[src/rtl/apmc_pkg.sv]
// apmc_pkg: shared types and constants of the approximate pattern matcher
// used by apmc_cell and approx_pattern_match_cutoff_unit; no dependencies
package apmc_pkg;

    localparam int SYM_W   = 8;   // pattern and text symbol
    localparam int DIST_W  = 7;   // stored column entry
    localparam int CUR_W   = 8;   // running value handed down the chain
    localparam int ERR_W   = 6;   // max_errors and reported distance
    localparam int PLEN_W  = 7;   // pattern_length register
    localparam int PIDX_W  = 6;   // pattern_index field
    localparam int POS_W   = 32;  // text position
    localparam int CMD_W   = 2;
    localparam int CFG_IDX_W  = 1;
    localparam int CFG_DATA_W = 7;

    localparam logic [CMD_W-1:0] CMD_LOAD  = 2'd0;
    localparam logic [CMD_W-1:0] CMD_START = 2'd1;
    localparam logic [CMD_W-1:0] CMD_TEXT  = 2'd2;

    localparam logic [CFG_IDX_W-1:0] REG_MAX_ERRORS     = 1'b0;
    localparam logic [CFG_IDX_W-1:0] REG_PATTERN_LENGTH = 1'b1;

    typedef struct packed {
        logic [CMD_W-1:0]  command;
        logic [PIDX_W-1:0] pattern_index;
        logic [SYM_W-1:0]  symbol;
    } apmc_in_t;

    typedef struct packed {
        logic [POS_W-1:0] end_position;
        logic [ERR_W-1:0] distance;
    } apmc_out_t;

    // broadcast from the controller to every cell
    typedef struct packed {
        logic              load;
        logic [PIDX_W-1:0] load_index;
        logic              clear;
        logic [SYM_W-1:0]  symbol;
        logic [ERR_W-1:0]  max_errors;
    } apmc_bcast_t;

    // handoff from one cell to the next
    typedef struct packed {
        logic              tok;
        logic [DIST_W-1:0] above;
        logic [CUR_W-1:0]  cur;
    } apmc_wave_t;

    // per-cell report, all zero unless the cell updates this cycle
    typedef struct packed {
        logic             hit;
        logic             in_limit;
        logic [ERR_W-1:0] row_dist;
    } apmc_rpt_t;

    typedef enum logic [1:0] {
        ST_IDLE,
        ST_SWEEP,
        ST_FINISH
    } apmc_state_t;

endpackage

[src/rtl/apmc_cell.sv]
// apmc_cell: one row of the edit-distance column with its pattern symbol
// depends on apmc_pkg
module apmc_cell
    import apmc_pkg::*;
#(
    parameter int MAX_PATTERN = 64,
    parameter int IDX         = 0
) (
    input  logic                                 aclk,
    input  logic                                 aresetn,
    input  apmc_bcast_t                          bcast,
    input  logic [$clog2(MAX_PATTERN+1)-1:0]     last,
    input  apmc_wave_t                           wave_in,
    output apmc_wave_t                           wave_out,
    output apmc_rpt_t                            rpt
);

    localparam logic [DIST_W-1:0] INIT_DIST = DIST_W'(IDX + 1);

    logic [SYM_W-1:0]  pat_reg;
    logic [DIST_W-1:0] dist_reg;
    logic              tok_reg;
    logic [DIST_W-1:0] above_reg;
    logic [CUR_W-1:0]  cur_reg;

    logic              fire;
    logic              load_hit;
    logic [CUR_W-1:0]  min_v;
    logic [CUR_W-1:0]  nv;

    assign fire     = wave_in.tok && (IDX < int'(last));
    assign load_hit = bcast.load && (int'(bcast.load_index) == IDX);

    always_comb begin
        min_v = wave_in.cur;
        if ({1'b0, wave_in.above} < min_v) begin
            min_v = {1'b0, wave_in.above};
        end
        if ({1'b0, dist_reg} < min_v) begin
            min_v = {1'b0, dist_reg};
        end
        if (pat_reg == bcast.symbol) begin
            nv = {1'b0, wave_in.above};
        end else begin
            nv = min_v + CUR_W'(1);
        end
    end

    // pattern slot, undefined until loaded
    always_ff @(posedge aclk) begin
        if (load_hit) begin
            pat_reg <= bcast.symbol;
        end
    end

    always_ff @(posedge aclk) begin
        if (!aresetn || bcast.clear) begin
            dist_reg <= INIT_DIST;
        end else if (fire) begin
            dist_reg <= nv[DIST_W-1:0];
        end
    end

    always_ff @(posedge aclk) begin
        if (!aresetn) begin
            tok_reg <= 1'b0;
        end else begin
            tok_reg <= fire;
        end
    end

    always_ff @(posedge aclk) begin
        if (fire) begin
            above_reg <= dist_reg;
            cur_reg   <= nv;
        end
    end

    assign wave_out.tok   = tok_reg;
    assign wave_out.above = above_reg;
    assign wave_out.cur   = cur_reg;

    assign rpt.hit      = fire;
    assign rpt.in_limit = fire && (nv[DIST_W-1:0] <= {1'b0, bcast.max_errors});
    assign rpt.row_dist = fire ? nv[ERR_W-1:0] : '0;

endmodule

[config.mk]
export PLATFORM = sky130hd
export DESIGN_NAME = apmc_cell
export DESIGN_NICKNAME = d
export VERILOG_FILES = /design/src/rtl/apmc_pkg.sv /design/src/rtl/apmc_cell.sv
export SDC_FILE = /design/constraint.sdc
export NUM_CORES = 1
export LEC_CHECK = 0
export BUFFER_PORTS_ARGS = -buffer_cell sky130_fd_sc_hd__buf_2
export CAP_MARGIN = 15
export CORE_MARGIN = 5
export CORE_UTILIZATION = 40
export DETAILED_ROUTE_END_ITERATION = 6
export GPL_TIMING_DRIVEN = 1
export HOLD_SLACK_MARGIN = 0.03
export MAX_ROUTING_LAYER = met4
export PLACE_DENSITY = 0.68
export SYNTH_ARGS = -nofsm -noshare
export SYNTH_HDL_FRONTEND = slang
export SYNTH_SLANG_ARGS = --single-unit
[constraint.sdc]
create_clock -name aclk -period 7.5 [get_ports aclk]
set_clock_uncertainty 0.1 [all_clocks]
set_input_delay 1.125 -clock aclk [delete_from_list [all_inputs] [get_ports aclk]]
set_output_delay 1.125 -clock aclk [all_outputs]
set_load 0.01 [all_outputs]
## After elaboration in Yosys (flattened, before gate mapping)

Cells that the tools add are included.

| cells by class | value |
|---|---|
| equality and inequality tests | 1 |
| reduce and logical (&&, ||, !) cells | 6 |
| magnitude comparators | 4 |
| mux-type cells | 4 |
| add/sub/neg operators | 1 |

Operator list:

| kind | count |
|---|---|
| less-than comparator 7 x 8 -> 1 bit | 2 |
| two-way mux 8 bit | 2 |
| adder 8 x 1 -> 8 bit, second input constant | 1 |
| == test 8 bit | 1 |
| <= comparator 7 x 6 -> 1 bit | 1 |
| less-than comparator 1 x 7 -> 1 bit, first input constant | 1 |
| two-way mux 7 bit | 1 |
| logical NOT 6 bit | 1 |
| two-way mux 6 bit | 1 |
| logical AND 1 bit | 3 |
| logical NOT 1 bit | 1 |
| logical OR 1 bit | 1 |

| word-level totals | value |
|---|---|
| word-level logic and storage cells | 22 |
| register bits | 31 |
| input bits | 47 |

## Longest topological paths before layout

| depth | value |
|---|---|
| word-level depth | 8 |
| gate-level depth with buffers | 23 |

## Worst setup path before layout

No wires, ideal clock.

| timing | value |
|---|---|
| path type | input to output |
| start point | in wave_in[5] in the netlist's numbering |
| end point | out rpt[6] in the netlist's numbering |
| slack | 1.337 ns |
| cell stages on the path | 22 |
| data required time | 6.275 ns |
| arrival time | 4.938 ns |
| path buffers | 2 |
| cells stage by stage | inv_1 ha_1 a211oi_4 o32ai_4 nor2_2 buf_1 nor2_1 a21oi_1 ha_1 a211o_1 a21o_1 nor2_1 a211o_1 buf_6 mux2_4 nand2_1 ha_1 a21o_1 a21oi_1 o21ai_0 o21ai_0 o2111a_1 |

RTL lines:

| element | RTL line | source |
|---|---|---|
| from (decl) | apmc_cell.sv:13 | `input apmc_wave_t wave_in,` |
| to (decl) | apmc_cell.sv:15 | `output apmc_rpt_t rpt` |

==> out/metrics.yaml <==
routing:
  wl_per_cell_microns: 14.9
  vias: 2111
  first_pass_iters: 4
  drc: 0
  drt-vias-per-instance: 5.44
  routed_wl_microns: 5770
  drt_iter0_drc: 121
  ant_nets: 0
setup_path:
  cp-start-kind: "input port"
  worstPathRequired_ns: 6.27
  cp-end-kind: "output port"
  critical_path.max_fanout: 13
  cp.arrival_ns: 5.74
  worst-setup-path-type: "in -> out"
  worstSetupStartpoint: "wave_in[5]"
  rr_startpoint: "dist_reg[3]"
  rrSetupSlack_ns: 4.78
pwr:
  clockPowerShare_pct: 34.4
  vdd_ir_drop_max_uv: 137
  p_leak_nw: 1.32
  total_power_mw: 0.491
  p_comb_share_pct: 25.2
  power_density_mw_per_mm2: 169
  p_sw_mw: 0.136
  p_int_mw: 0.355
  seqPwrFrac_pct: 40.3
  p_sw_share_pct: 27.7
finish:
  multi_input_area_sq_mm: 0.00143
  layout.area.seq_sq_um: 851
  layout.nets: 376
  n_antenna_cell: 0
  syn2layout_area_growth_pct: 21.4
  fillers: 560
  fin_util_pct: 49.5
  layout-drive-gt1-share_pct: 31.3
  finalNonFillerCells: 388
  finalInstanceArea_sq_mm: 0.00291
yosys:
  synth_common_cells: "23 x edfxtp_1, 21 x nand2_1, 19 x a21oi_1"
  syn_inst: 244
  synthDistinctLibCells: 50
  synth_most_common_cell: "edfxtp_1"
  synth_seq_cells: 31
  synth.cell_area_sq_mm: 0.00240
  synth_sequential_area_ratio_pct: 35.5
  synthArstFlopShare_pct: 0
  synth_edf_count: 23
  syn_area_per_cell_sq_um: 9.84
  synth_nets: 308
  ys_warn_count: 0
  ys_top_cells_by_area: "edfxtp_1 29%, ha_1 8.9%, dfxtp_1 6.7%"
  yosys.area.top_type: "edfxtp_1"
  synth_ff_type: "edfxtp_1"
  yosysTopAreaCellShare_pct: 28.8
clock_tree:
  clkTransAtPathRegs_ns: 0.07
  cts.path.max_buffers: 2
  cts_buffers: 5
  hold_buffers: 0
  post_cts_buffers: 0
  cts_root_buffer: "clkbuf_8"
  cts.sinks: 31
  cts_max_level: 2
  cts_resized: 0
  insertion_delay_ns: 0.29
  cts_tree: "done"
hold_path:
  hp-class: "reg -> reg"
  hp-start: "dist_reg[4]"
floorplan:
  core_area_sq_mm: 0.00589
  ios: 71
  die_width_microns: 87.5
  fp.dieArea_sq_mm: 0.00765
  die_h_microns: 87.5
  row_count: 28
  start_util_pct: 40.8
grt:
  antenna_found_initial: 0
  grt_overflow_total: 0
  grt_use_total_pct: 16.1
  grt_max_degree: 32
  first_global_vias: 1998
  grt_pass1_wl_microns: 9450
outcome:
  status: "finished clean"
sta:
  slew_viol_final: 0
  fin_crit_sh_pct: 92.8
  min_period_ns: 6.96
  finalHoldViolations: 0
  finalSetupViolations: 0
  worst_pin_slew_ns: 1.03
  setup_tns_ns: 0
  rsz0062_at_grt: "false"
  relSlewSlack_pct: 30.9
  finalWorstSetupSlack_ns: 0.538
  hold_ws_ns: 0.446
  fmax_mhz: 144
placed_design:
  dp_slack_ns: 0.583
  dp.cells: 380
  placed_cell_area_sq_mm: 0.00280
  dpl.hpwl_microns: 4620
  port-buffer-count: 70
  routabilityCongestion: 0.933
run:
  drv_cap: 0
## routing by layer
| layer | routed length [microns] | up-vias | GRT usage [%] |
|---|---|---|---|
| li1 | - | 1045 | - |
| met5 | 0 | - | - |
| met1 | 2390 | 984 | 18.8 |
| met2 | 2920 | 71 | 27.7 |
| met4 | 87 | 0 | 4.46 |
| met3 | 367 | 11 | 3.50 |
## power groups by stage
stage	registers (mW)	logic [mW]	clock network [mW]
after floorplan	0.204	0.0796	0
after global placement	0.202	0.122	0
after detailed placement	0.202	0.124	0
after CTS	0.198	0.125	0.172
after global routing	0.199	0.137	0.180
final	0.198	0.124	0.169
## final timing paths
path	to	cells past startpoint
min reg2reg	above_reg[4]	0
max	rpt[6]	22
min	above_reg[4]	0
max reg2reg	cur_reg[0]	7
## layout by cell type (no fill, tap or decap), types with 2 or more instances in the layout
cell,instances
o2bb2ai_1,2
clkbuf_8,6
mux2i_1,3
nand2b_1,2
a31oi_2,3
and3_1,2
or2_2,2
mux2_4,3
or3_1,3
edfxtp_1,23
o21ai_0,13
o211ai_1,9
nor4_1,3
a21o_1,5
nand2_1,21
o32a_1,2
xnor2_1,8
ha_1,17
nor2_2,2
a211o_1,4
maj3_1,2
a211oi_4,2
xor2_1,14
inv_1,16
and4_1,3
nand3_1,12
dfxtp_1,8
buf_2,70
a21oi_1,19
nor2_1,13
and2_1,2
## logic make-up after synthesis
| family | Yosys count | share of synthesized area, % |
|---|---|---|
| adder cells (fa/ha/maj) | 19 | 9.70 |
| multiplexers | 6 | 3.13 |
| buffers and inverters | 26 | 4.85 |
| XOR/XNOR | 22 | 8.03 |
| AND/OR/NAND/NOR | 72 | 16.1 |
| AO/OA/AOI/OAI | 68 | 22.8 |
| flip-flops | 31 | 35.5 |
## worst max-delay path: stages
cell and delay [ns]:
buf_2 0.11, inv_1 0.07, ha_1 0.37, a211oi_4 0.32, o32ai_4 0.15, nor2_2 0.42, nor2_1 0.10, a21oi_1 0.16
ha_1 0.26, a211o_1 0.29, a21o_1 0.19, nor2_1 0.21, a211o_1 0.42, o2bb2ai_1 0.24, o21ai_0 0.18, ha_1 0.34
a21o_1 0.16, a21oi_1 0.14, o21ai_0 0.09, o21ai_0 0.08, o2111a_1 0.19, buf_2 0.13
## area by class of cell
cell class              count  share of cell area (%)
well taps                  75                    3.22
flip-flops and latches     31                    29.2
repair buffers             71                    12.3
clock inverters             2                    1.20
clock buffers               6                    2.84
inverters                  16                    2.06
multi-input cells         187                    49.2
Note: power is estimated with default switching activity, not from simulation.
